==> config.mk <==
export PLATFORM = sky130hd
export DESIGN_NAME = greedy_note_dispenser_core
export DESIGN_NICKNAME = d
export VERILOG_FILES = /design/src/rtl/gnd_pkg.sv /design/src/rtl/gnd_dp.sv /design/src/rtl/gnd_ctrl.sv /design/src/rtl/greedy_note_dispenser_core.sv
export SDC_FILE = /design/constraint.sdc
export NUM_CORES = 2
export LEC_CHECK = 0
export ABC_AREA = 1
export BUFFER_PORTS_ARGS = -buffer_cell sky130_fd_sc_hd__buf_2
export CAP_MARGIN = 20
export CORE_MARGIN = 3
export CORE_UTILIZATION = 31
export CTS_BUF_LIST = sky130_fd_sc_hd__clkbuf_8
export DETAILED_ROUTE_END_ITERATION = 10
export GPL_TIMING_DRIVEN = 0
export MAX_ROUTING_LAYER = met4
export PLACE_DENSITY_LB_ADDON = 0.3
export SLEW_MARGIN = 5
export SYNTH_ARGS = -nofsm -noshare
export SYNTH_HDL_FRONTEND = slang
export SYNTH_SLANG_ARGS = --single-unit
export TNS_END_PERCENT = 30
==> constraint.sdc <==
create_clock -name clk -period 8.42 [get_ports clk]
set_input_delay 1.684 -clock clk [delete_from_list [all_inputs] [get_ports clk]]
set_output_delay 1.684 -clock clk [all_outputs]
set_load 0.02 [all_outputs]
==> src/rtl/gnd_pkg.sv <==
// ----------------------------------------------------------------------------
// gnd_pkg
// shared widths, result codes and controller/datapath interface structs
// ----------------------------------------------------------------------------
package gnd_pkg;

  localparam int SLOTS     = 8;
  localparam int SLOT_W    = 3;
  localparam int DENOM_W   = 16;
  localparam int COUNT_W   = 16;
  localparam int AMT_W     = 24;
  localparam int DIV_STEPS = 24;
  localparam int DIV_CNT_W = 5;

  localparam logic [COUNT_W-1:0] COUNT_MAX = '1;

  // result codes carried on the output tuser
  typedef enum logic [1:0] {
    ST_DISPENSED = 2'd0,
    ST_FAILED    = 2'd1,
    ST_LOADED    = 2'd2
  } status_t;

  typedef logic [SLOTS-1:0][DENOM_W-1:0] denom_tbl_t;

  // controller -> datapath commands
  typedef struct packed {
    logic    capture;
    logic    load_wr;
    logic    slot_init;
    logic    slot_skip;
    logic    div_init;
    logic    div_step;
    logic    mul;
    logic    slot_done;
    logic    emit_init;
    logic    emit_adv;
    status_t rsp_status;
  } dp_cmd_t;

  // datapath -> controller status
  typedef struct packed {
    logic is_load;
    logic denom_zero;
    logic div_last;
    logic idx_last;
    logic pay_ok;
    logic take_nz;
  } dp_sts_t;

  typedef struct packed {
    status_t             status;
    logic [DENOM_W-1:0]  note_value;
    logic [COUNT_W-1:0]  note_count;
    logic                last;
  } res_t;

endpackage

==> src/rtl/gnd_dp.sv <==
// ----------------------------------------------------------------------------
// gnd_dp
// note inventory, bit-serial divider, take multiplier and result assembly
// ----------------------------------------------------------------------------
module gnd_dp #(
  parameter int NUM_DENOMS = 8
) (
  input  logic                          clk,
  input  logic                          rst_n,
  input  gnd_pkg::dp_cmd_t              cmd,
  output gnd_pkg::dp_sts_t              sts,
  input  gnd_pkg::denom_tbl_t           denom_tbl,
  input  logic                          req_type,
  input  logic [gnd_pkg::SLOT_W-1:0]    slot,
  input  logic [gnd_pkg::AMT_W-1:0]     request_value,
  output gnd_pkg::res_t                 res
);
  import gnd_pkg::*;

  logic                 type_r;
  logic [SLOT_W-1:0]    slot_r;
  logic [AMT_W-1:0]     amt_r;
  logic [AMT_W-1:0]     rem_r;
  logic [AMT_W-1:0]     q_r;
  logic [DENOM_W-1:0]   r_r;
  logic [DIV_CNT_W-1:0] cnt_r;
  logic [SLOT_W-1:0]    idx_r;
  logic [COUNT_W-1:0]   take_r;
  logic [2*DENOM_W-1:0] prod_r;
  logic [SLOTS-1:0]     used_r;
  logic [COUNT_W-1:0]   takes_r  [SLOTS];
  logic [COUNT_W-1:0]   counts_r [SLOTS];

  logic [DENOM_W-1:0]   cur_denom;
  logic [COUNT_W-1:0]   cur_count;
  logic [DENOM_W:0]     r_sh;
  logic                 r_ge;
  logic [DENOM_W:0]     r_dif;
  logic [COUNT_W-1:0]   take_nxt;
  logic [COUNT_W-1:0]   load_nxt;
  logic [SLOTS-1:0]     higher_used;

  assign cur_denom = denom_tbl[idx_r];
  assign cur_count = counts_r[idx_r];

  // one quotient bit per step, partial remainder stays below the divisor
  assign r_sh  = {r_r, q_r[AMT_W-1]};
  assign r_ge  = r_sh >= {1'b0, cur_denom};
  assign r_dif = r_sh - {1'b0, cur_denom};

  assign take_nxt = (q_r > AMT_W'(cur_count)) ? cur_count : q_r[COUNT_W-1:0];
  assign load_nxt = (amt_r > AMT_W'(COUNT_MAX)) ? COUNT_MAX : amt_r[COUNT_W-1:0];

  assign higher_used = used_r & ~((SLOTS'(2) << idx_r) - SLOTS'(1));

  // control and inventory state
  always_ff @(posedge clk) begin
    if (!rst_n) begin
      rem_r  <= '0;
      cnt_r  <= '0;
      idx_r  <= '0;
      used_r <= '0;
      for (int i = 0; i < SLOTS; i++) begin
        counts_r[i] <= '0;
      end
    end else begin
      if (cmd.load_wr && ({1'b0, slot_r} < (SLOT_W+1)'(NUM_DENOMS))) begin
        counts_r[slot_r] <= load_nxt;
      end
      if (cmd.slot_init) begin
        rem_r  <= amt_r;
        idx_r  <= '0;
        used_r <= '0;
      end
      if (cmd.slot_skip) begin
        used_r[idx_r] <= 1'b0;
        idx_r         <= idx_r + 1'b1;
      end
      if (cmd.div_init) begin
        cnt_r <= '0;
      end
      if (cmd.div_step) begin
        cnt_r <= cnt_r + 1'b1;
      end
      if (cmd.slot_done) begin
        rem_r         <= rem_r - prod_r[AMT_W-1:0];
        used_r[idx_r] <= take_r != '0;
        idx_r         <= idx_r + 1'b1;
      end
      if (cmd.emit_init) begin
        idx_r <= '0;
      end
      if (cmd.emit_adv) begin
        if (takes_r[idx_r] != '0) begin
          counts_r[idx_r] <= counts_r[idx_r] - takes_r[idx_r];
        end
        idx_r <= idx_r + 1'b1;
      end
    end
  end

  // payload registers
  always_ff @(posedge clk) begin
    if (cmd.capture) begin
      type_r <= req_type;
      slot_r <= slot;
      amt_r  <= request_value;
    end
    if (cmd.div_init) begin
      q_r <= rem_r;
      r_r <= '0;
    end
    if (cmd.div_step) begin
      q_r <= {q_r[AMT_W-2:0], r_ge};
      r_r <= r_ge ? r_dif[DENOM_W-1:0] : r_sh[DENOM_W-1:0];
    end
    if (cmd.mul) begin
      take_r <= take_nxt;
      prod_r <= take_nxt * cur_denom;
    end
    if (cmd.slot_skip) begin
      takes_r[idx_r] <= '0;
    end
    if (cmd.slot_done) begin
      takes_r[idx_r] <= take_r;
    end
  end

  always_comb begin
    sts.is_load    = type_r;
    sts.denom_zero = cur_denom == '0;
    sts.div_last   = cnt_r == DIV_CNT_W'(DIV_STEPS - 1);
    sts.idx_last   = idx_r == SLOT_W'(NUM_DENOMS - 1);
    sts.pay_ok     = (rem_r == '0) && (amt_r != '0);
    sts.take_nz    = takes_r[idx_r] != '0;
  end

  always_comb begin
    res.status = cmd.rsp_status;
    if (cmd.rsp_status == ST_DISPENSED) begin
      res.note_value = cur_denom;
      res.note_count = takes_r[idx_r];
      res.last       = higher_used == '0;
    end else begin
      res.note_value = '0;
      res.note_count = '0;
      res.last       = 1'b1;
    end
  end

endmodule

==> src/rtl/gnd_ctrl.sv <==
// ----------------------------------------------------------------------------
// gnd_ctrl
// request sequencer: load, greedy slot walk, commit and result emission
// ----------------------------------------------------------------------------
module gnd_ctrl (
  input  logic              clk,
  input  logic              rst_n,
  input  logic              in_fire,
  input  logic              out_free,
  input  gnd_pkg::dp_sts_t  sts,
  output gnd_pkg::dp_cmd_t  cmd,
  output logic              push,
  output logic              idle
);
  import gnd_pkg::*;

  typedef enum logic [3:0] {
    S_IDLE,
    S_DECODE,
    S_SLOT,
    S_DIV,
    S_MUL,
    S_SUB,
    S_CHECK,
    S_FAIL,
    S_LOAD,
    S_EMIT
  } state_t;

  state_t state_r;
  state_t state_nxt;

  always_ff @(posedge clk) begin
    if (!rst_n) begin
      state_r <= S_IDLE;
    end else begin
      state_r <= state_nxt;
    end
  end

  always_comb begin
    state_nxt      = state_r;
    cmd            = '0;
    cmd.rsp_status = ST_DISPENSED;
    push           = 1'b0;
    idle           = 1'b0;
    case (state_r)
      S_IDLE: begin
        idle        = 1'b1;
        cmd.capture = in_fire;
        if (in_fire) begin
          state_nxt = S_DECODE;
        end
      end
      S_DECODE: begin
        if (sts.is_load) begin
          cmd.load_wr = 1'b1;
          state_nxt   = S_LOAD;
        end else begin
          cmd.slot_init = 1'b1;
          state_nxt     = S_SLOT;
        end
      end
      S_SLOT: begin
        if (sts.denom_zero) begin
          cmd.slot_skip = 1'b1;
          state_nxt     = sts.idx_last ? S_CHECK : S_SLOT;
        end else begin
          cmd.div_init = 1'b1;
          state_nxt    = S_DIV;
        end
      end
      S_DIV: begin
        cmd.div_step = 1'b1;
        if (sts.div_last) begin
          state_nxt = S_MUL;
        end
      end
      S_MUL: begin
        cmd.mul   = 1'b1;
        state_nxt = S_SUB;
      end
      S_SUB: begin
        cmd.slot_done = 1'b1;
        state_nxt     = sts.idx_last ? S_CHECK : S_SLOT;
      end
      S_CHECK: begin
        if (sts.pay_ok) begin
          cmd.emit_init = 1'b1;
          state_nxt     = S_EMIT;
        end else begin
          state_nxt = S_FAIL;
        end
      end
      S_FAIL: begin
        cmd.rsp_status = ST_FAILED;
        if (out_free) begin
          push      = 1'b1;
          state_nxt = S_IDLE;
        end
      end
      S_LOAD: begin
        cmd.rsp_status = ST_LOADED;
        if (out_free) begin
          push      = 1'b1;
          state_nxt = S_IDLE;
        end
      end
      S_EMIT: begin
        // slots that gave nothing are stepped over without a beat
        if (!sts.take_nz || out_free) begin
          push         = sts.take_nz;
          cmd.emit_adv = 1'b1;
          if (sts.idx_last) begin
            state_nxt = S_IDLE;
          end
        end
      end
      default: begin
        state_nxt = S_IDLE;
      end
    endcase
  end

endmodule

==> src/rtl/greedy_note_dispenser_core.sv <==
// ----------------------------------------------------------------------------
// greedy_note_dispenser_core
// greedy cash payout from a limited note inventory over eight denominations
// ----------------------------------------------------------------------------
// sequence: a load is written and answered after its beat is accepted; a
//   withdrawal walks NUM_DENOMS slots, stepping over an unused slot and sending
//   a used one through the 24-step bit-serial divider, one multiply and one
//   subtract, then a check and a commit-and-emit pass that waits on the output
// throughput: one request at a time; the next beat is taken once the sequencer
//   is back in idle, right after the last push or after the emit pass ends
// reset: synchronous active-low rst_n clears denominations, note counts and
//   control state; no clearing pass is needed
// ----------------------------------------------------------------------------
module greedy_note_dispenser_core #(
  parameter int NUM_DENOMS = 8
) (
  input  logic        clk,
  input  logic        rst_n,
  // input stream
  input  logic        in_tvalid,
  output logic        in_tready,
  input  logic [31:0] in_tdata,   // [2:0] slot, [26:3] request_value, rest zero
  input  logic        in_tuser,   // [0] req_type
  // result stream
  output logic        out_tvalid,
  input  logic        out_tready,
  output logic [31:0] out_tdata,  // [15:0] note_value, [31:16] note_count
  output logic [1:0]  out_tuser,  // [1:0] status
  output logic        out_tlast,
  // register port
  input  logic        cfg_psel,
  input  logic        cfg_penable,
  input  logic        cfg_pwrite,
  input  logic [4:0]  cfg_paddr,
  input  logic [31:0] cfg_pwdata,
  output logic [31:0] cfg_prdata,
  output logic        cfg_pready
);
  import gnd_pkg::*;

  denom_tbl_t denom_r;
  dp_cmd_t    cmd;
  dp_sts_t    sts;
  res_t       res;
  res_t       out_res_r;
  logic       out_valid_r;
  logic       out_free;
  logic       push;
  logic       idle;
  logic       in_fire;
  logic       cfg_wr;
  logic [SLOT_W-1:0] cfg_idx;

  // ---------------------------------------------------------------------------
  // denomination registers, one per word
  // ---------------------------------------------------------------------------
  assign cfg_pready = 1'b1;
  assign cfg_idx    = cfg_paddr[4:2];
  assign cfg_wr     = cfg_psel && cfg_penable && cfg_pwrite && cfg_pready;
  assign cfg_prdata = 32'(denom_r[cfg_idx]);

  always_ff @(posedge clk) begin
    if (!rst_n) begin
      denom_r <= '0;
    end else if (cfg_wr) begin
      denom_r[cfg_idx] <= cfg_pwdata[DENOM_W-1:0];
    end
  end

  // ---------------------------------------------------------------------------
  // controller and datapath
  // ---------------------------------------------------------------------------
  assign in_tready = idle;
  assign in_fire   = in_tvalid && in_tready;

  // output register can take a beat when empty or draining this cycle
  assign out_free  = !out_valid_r || out_tready;

  gnd_ctrl u_ctrl (
    .clk      (clk),
    .rst_n    (rst_n),
    .in_fire  (in_fire),
    .out_free (out_free),
    .sts      (sts),
    .cmd      (cmd),
    .push     (push),
    .idle     (idle)
  );

  gnd_dp #(
    .NUM_DENOMS (NUM_DENOMS)
  ) u_dp (
    .clk           (clk),
    .rst_n         (rst_n),
    .cmd           (cmd),
    .sts           (sts),
    .denom_tbl     (denom_r),
    .req_type      (in_tuser),
    .slot          (in_tdata[SLOT_W-1:0]),
    .request_value (in_tdata[SLOT_W+AMT_W-1:SLOT_W]),
    .res           (res)
  );

  // ---------------------------------------------------------------------------
  // output register, decouples the result side from the sequencer
  // ---------------------------------------------------------------------------
  always_ff @(posedge clk) begin
    if (!rst_n) begin
      out_valid_r <= 1'b0;
    end else if (push) begin
      out_valid_r <= 1'b1;
    end else if (out_tready) begin
      out_valid_r <= 1'b0;
    end
  end

  always_ff @(posedge clk) begin
    if (push) begin
      out_res_r <= res;
    end
  end

  assign out_tvalid = out_valid_r;
  assign out_tdata  = {out_res_r.note_count, out_res_r.note_value};
  assign out_tuser  = out_res_r.status;
  assign out_tlast  = out_res_r.last;

  // ---------------------------------------------------------------------------
  // assertions
  // ---------------------------------------------------------------------------
  // a request is decoded before any further beat may enter
  a_one_at_a_time: assert property (@(posedge clk) disable iff (!rst_n)
    in_fire |=> !in_tready)
    else $error("input beat taken while a request is in flight");

  // failure and load answers are single beats with empty data
  a_fail_shape: assert property (@(posedge clk) disable iff (!rst_n)
    (out_tvalid && (out_tuser == ST_FAILED || out_tuser == ST_LOADED))
      |-> (out_tlast && out_tdata == 32'd0))
    else $error("failure or load result not a lone empty beat");

  // every dispensed beat pays at least one note of a real denomination
  a_dispense_nonzero: assert property (@(posedge clk) disable iff (!rst_n)
    (out_tvalid && out_tuser == ST_DISPENSED)
      |-> (out_tdata[15:0] != 16'd0 && out_tdata[31:16] != 16'd0))
    else $error("dispensed beat with zero value or count");

  // a new beat is only pushed into a free output register
  a_no_overwrite: assert property (@(posedge clk) disable iff (!rst_n)
    push |-> out_free)
    else $error("result pushed over an unconsumed beat");

endmodule
Word-level counts from Yosys, hierarchy flattened

Memory sizes are Yosys's and may differ from the RTL's. A register that Yosys moved wholly into a read port is not among the register bits.
Index checks and enable logic that the tools add are counted.

Word-level logic and storage cells: 174
Memories kept: 2
Bits of input ports: 77
Register bits after elaboration: 316
Bits in writable memories: 256
Output and inout bits: 70

Equal/unequal tests: 16
Multiply operators: 1
Shifts and indexed selects: 1
Add/subtract/negate cells: 6
$lt $le $gt $ge: 7
Reduce and logical (&&, ||, !) cells: 26
Bitwise operators: 5
Mux-type cells: 85

Memory list:

| name          | depth | width | read ports | clocked after Yosys merged registers in | wr ports | RTL line     | RTL |
|---|---|---|---|---|---|---|---|
| u_dp.counts_r | 8     | 16    | 1          | 1                                       | 8        | gnd_dp.sv:32 | `logic [COUNT_W-1:0] counts_r [SLOTS];` |
| u_dp.takes_r  | 8     | 16    | 1          | 1                                       | 1        | gnd_dp.sv:31 | `logic [COUNT_W-1:0] takes_r [SLOTS];` |

Operators with widths:

| operator               | count |
|---|---|
| $mux W16               | 11 |
| $bwmux W128            | 1 |
| $bmux W16 S3           | 2 |
| $mux W24               | 4 |
| $demux W16 S3          | 1 |
| $mux W8                | 5 |
| $mux W3                | 12 |
| $pmux W4 S9            | 1 |
| $mux W1                | 32 |
| $mux W4                | 8 |
| $reduce_bool A16 Y1    | 2 |
| $reduce_or A16 Y1      | 2 |
| $sub A16 B16 Y16       | 2 |
| $gt A24 B16 Y1         | 1 |
| $gt A24 B16 Y1 const B | 1 |
| $logic_not A24 Y1      | 1 |
| $mul A16 B16 Y24       | 1 |
| $reduce_bool A24 Y1    | 1 |
| $sub A24 B24 Y24       | 1 |
| $ge A17 B16 Y1         | 1 |
| $and A8 B8 Y8          | 2 |
| $eq A4 B3 Y1 const B   | 4 |
| $logic_not A16 Y1      | 1 |
| $not A8 Y8             | 2 |
| other kinds (30)       | 48 |

Logic depth before layout (Yosys ltp)

Depth in word-level cells: 11
Depth in mapped cells: 54
Gate-level depth less buffers: 46

Cells and area by module

Synthesis repeated with hierarchy kept, for this count alone.

Cells, all modules: 4,619
Area, all modules: 37,418.4 um^2

By module, submodules not included:

| module                     | area each (um^2) | cells each | sequential area each (um^2) | instances |
|---|---|---|---|---|
| gnd_dp                     | 29,204.3         | 3,382      | 11,771.3                    | 1 |
| greedy_note_dispenser_core | 7,747.4          | 1,148      | 3,633.5                     | 1 |
| gnd_ctrl                   | 466.7            | 89         | 80.1                        | 1 |

Least setup slack after synthesis

No wires, ideal clock.

Path type: flip-flop to flip-flop
Start point: reg (tool-made name)
End point: reg u_dp.prod_r[23], data pin
Buffers on the path: 6
Period minus slack after synthesis: 8,411 ps
Data required time: 8,168 ps
Stages on the path, launching flop included: 51
Setup slack: 9 ps
Arrival time: 8,158 ps
Library setup time: 252 ps
Cells stage by stage: dfxtp_1 inv_2 buf_6 buf_2 buf_4 buf_4 clkbuf_1 nor2_1 o22ai_1 inv_1 o21ai_0 inv_1 ha_1 nand2_1 nand2_1 nand2_1 nand2_1 nand2_1 (+15 left out) fa_1 inv_1 fa_1 inv_1 ha_1 nand2_1 nor2_1 nand2_1 o211ai_1 a31oi_1 o21ai_0 nand3_1 nand2_1 inv_1 o21ai_0 inv_1 nand3_1 nand2_1

RTL lines:

| what                   | RTL line      | RTL |
|---|---|---|
| end signal: assignment | gnd_dp.sv:119 | `prod_r <= take_nxt * cur_denom;` |
| end: declaration       | gnd_dp.sv:29  | `logic [2*DENOM_W-1:0] prod_r;` |

==> flow_metrics.py <==
metrics = {
    "timing": {
        "period_share_pct": 96.45,
        "clock_skew_ps": 63.06,
        "hold_viol": 0,
        "setup_viol": 0,
        "fin_hold_ws_ps": 464.6,
        "finalMaxSlewViolations": 0,
        "relSlewSlack_pct": 22.55,
        "max_freq_ghz": 0.1231,
        "period_minus_slack_ps": 8121,
        "worst_pin_slew_ps": 1153,
        "fin_setup_tns_ps": 0,
    },
    "yosys": {
        "synth_edf_count": 399,
        "synth_flop_cell": "edfxtp_1",
        "synth-seq-cells": 574,
        "ys_seq_area_share_pct": 44.91,
        "ys_warn_count": 0,
        "syn_area_per_cell_sq_um": 8.921,
        "synth_area_leaders": "edfxtp_1 35%, dfxtp_1 10%, fa_1 9.9%, nor2_1 7.0%, inv_1 5.6%",
        "synth_cell_type_count": 53,
        "async_reset_ff_share_pct": 0,
        "synth_commonest_cells": "641 x nor2_1, 518 x inv_1, 508 x nand2_1, 399 x edfxtp_1, 347 x o21ai_0",
        "yosysTopAreaCell": "edfxtp_1",
        "synth.most_common_cell": "nor2_1",
        "synth_area_sq_um": 34480,
        "synth_top_area_share_pct": 34.75,
        "synth_cells": 3865,
    },
    "clocking": {
        "cts_root_buffer": "clkbuf_8",
        "cts-htree-levels": 3,
        "clock_latency_ps": 750,
        "cts_tree": "yes",
        "cts_inserted_buffers": 98,
        "clock_path_buffers": 3,
        "clk_pin_slew_worst_paths_ps": 60,
        "clock_sinks": 574,
    },
    "routing": {
        "drt_iter0_drc": 2828,
        "dr.pass1.iters": 6,
        "wl_per_cell_microns": 20.38,
        "drt_wl_total_mm": 116.5,
        "vias_per_cell": 5.051,
        "drtAntennaViolNets": 0,
        "drcViolationCount": 0,
        "via_count": 28860,
    },
    "place": {
        "placed_cells": 5467,
        "dp_hpwl_mm": 85.87,
        "place.gp.congestion": 0.9454,
        "io_buffers": 103,
    },
    "critical_path": {
        "arrival_ps": 8610,
        "r2r_slack_ps": 300,
        "cp_top_family": "adder cells",
        "cp_max_fo": 13,
        "crit_buf_inv": 13,
        "crit_cells": 42,
        "crit_path_end_kind": "flop",
        "cp-endpoint": "u_dp.prod_r[23]$_DFFE_PP_",
        "rr_worst_depth": 42,
        "start_kind": "flop",
        "crit_path_max_incr_delay_ps": 570,
        "reg2reg_to": "u_dp.prod_r[23]$_DFFE_PP_",
        "criticalPathCategory": "flop to flop",
        "cp_data_required_time_ps": 8910,
        "cp_slowest_cell": "fa_1",
    },
    "layout": {
        "final.fill_count": 11210,
        "fin_cells": 5715,
        "nets": 4549,
        "drive_gt1_share_pct": 13.17,
        "area_growth_pct": 17.69,
    },
    "power": {
        "p_per_area_nw_per_um2": 220.6,
        "power.leakage_nw": 17.31,
        "irDropWorstVdd_mv": 0.1141,
        "power_mw": 8.950,
    },
    "run_status": {
        "outcome": "completed",
    },
    "floorplanning": {
        "die_area_sq_um": 115300,
        "chipHeight_microns": 339.5,
        "core_sq_um": 109600,
        "start_util_pct": 31.46,
        "rows": 121,
        "die_width_microns": 339.5,
        "top_level_ports": 147,
    },
    "global_routing": {
        "grt_pass1_wl_mm": 174.7,
        "antenna_found_initial": 1,
        "grt_usage_pct": 20.30,
        "grt_max_degree": 32,
        "grt_pass1_vias": 28380,
        "grt-ovfl-total": 0,
    },
    "run": {
        "maxCapViolations": 0,
    },
    "worst_hold_path": {
        "hp-class": "flop to flop",
        "min-delay-start": "u_dp.cnt_r[4]$_SDFFE_PN0P_",
    },
}
==> layout by cell type (no fill, tap or decap), drive strengths merged, types with 6 or more instances in the layout <==
master,instances
buf,254
nand4,37
xor2,41
o211ai,17
bufinv,6
inv,567
nor4,12
xnor2,26
a211oi,11
clkbuf,192
fa,171
nand2,525
conb,17
nand3,94
edfxtp,399
a21oi,208
a31oi,8
nor3,20
dfxtp,175
a221oi,31
o22ai,98
a21o,7
clkinv,48
a22oi,16
o2111ai,9
o21ai,419
ha,147
nor2,646
==> per-layer routing <==
metal / global-route usage, % / routed length, microns
met3: 3.229 / 7691
met4: 7.902 / 4637
met1: 25.88 / 49690
met5: - / 0
met2: 32.43 / 54460
==> logic make-up (layout without fill, tap and decap cells) <==
kind of cell / Yosys count / in the layout / share of synthesized area [%]
AOI/OAI and AO/OA: 849 / 849 / 13.84
xor gates and xnor gates: 67 / 67 / 1.702
adders and majority gates: 318 / 318 / 15.26
buffers and inverters: 716 / 1072 / 8.405
DFF: 574 / 574 / 44.91
other: 2 / 19 / 0.02178
and+or+nand+nor: 1339 / 1340 / 15.85
==> power breakdown <==
| group | internal [mW] | total [mW] | switching [mW] |
|---|---|---|---|
| clock | 1.39 | 2.61 | 1.22 |
| sequential | 3.28 | 3.39 | 0.119 |
| combinational | 0.973 | 2.95 | 1.97 |
==> through the flow <==
step	setup WS [ps]	utilization (%)	cell area (sq um)
2_1_floorplan	9.079	-	34530
3_3_place_gp	-2826	33.66	36900
3_5_place_dp	-2591	33.79	37040
4_1_cts	9.918	36.28	39770
5_1_grt	-46.23	37.02	40580
6_report	299.1	37.02	40580
==> flip-flops by register name (all words and copies together), names as in the netlist, named ones only <==
name and flops:
denom_r 128, out_tdata 32, out_tlast 1, out_tuser 2, out_tvalid 1, u_ctrl.state_r 4, u_dp.amt_r 24, u_dp.cnt_r 5
u_dp.counts_r 128, u_dp.idx_r 3, u_dp.prod_r 24, u_dp.q_r 24, u_dp.r_r 16, u_dp.rem_r 24, u_dp.slot_r 3, u_dp.take_r 16
u_dp.takes_r 128, u_dp.type_r 1, u_dp.used_r 7
==> tightest hold or removal path, cell delays in order, from the launching register on <==
cell	delay, ps
dfxtp_1	310
nand2_1	60
a21oi_1	50
==> layout make-up <==
class	instances	area, sq um	area share, %
Timing Repair inverter	1	8.758	0.02158
Clock buffer	110	1514	3.731
Inverter	552	2157	5.316
Tap cell	1476	1847	4.551
Clock inverter	73	490.5	1.209
Sequential cell	574	15490	38.17
Antenna cell	2	5.005	0.01233
Buffer	157	1077	2.655
Multi-Input combinational cell	2591	16750	41.29
Timing Repair Buffer	179	1235	3.043
==> worst min path at each step <==
stage	slack (ps)	depth (start not counted)	end
finish	460	2	u_dp.cnt_r[4]$_SDFFE_PN0P_
global route	480	2	u_dp.cnt_r[4]$_SDFFE_PN0P_
floorplan	440	2	u_dp.cnt_r[4]$_SDFFE_PN0P_
CTS	470	2	u_dp.cnt_r[4]$_SDFFE_PN0P_
global placement	450	2	u_dp.cnt_r[4]$_SDFFE_PN0P_
detailed placement	460	2	u_dp.cnt_r[4]$_SDFFE_PN0P_
==> timing repair <==
action / 4_1_cts / 5_1_grt
buffers inserted: 23 / 40
cloned: 1 / 6
pin swaps: 20 / 43
setup endpoints to repair: 18 / 9
gates resized for setup: 172 / 113
hold buffers: 0 / 0
No activity file was read; power rests on OpenSTA's default activity.
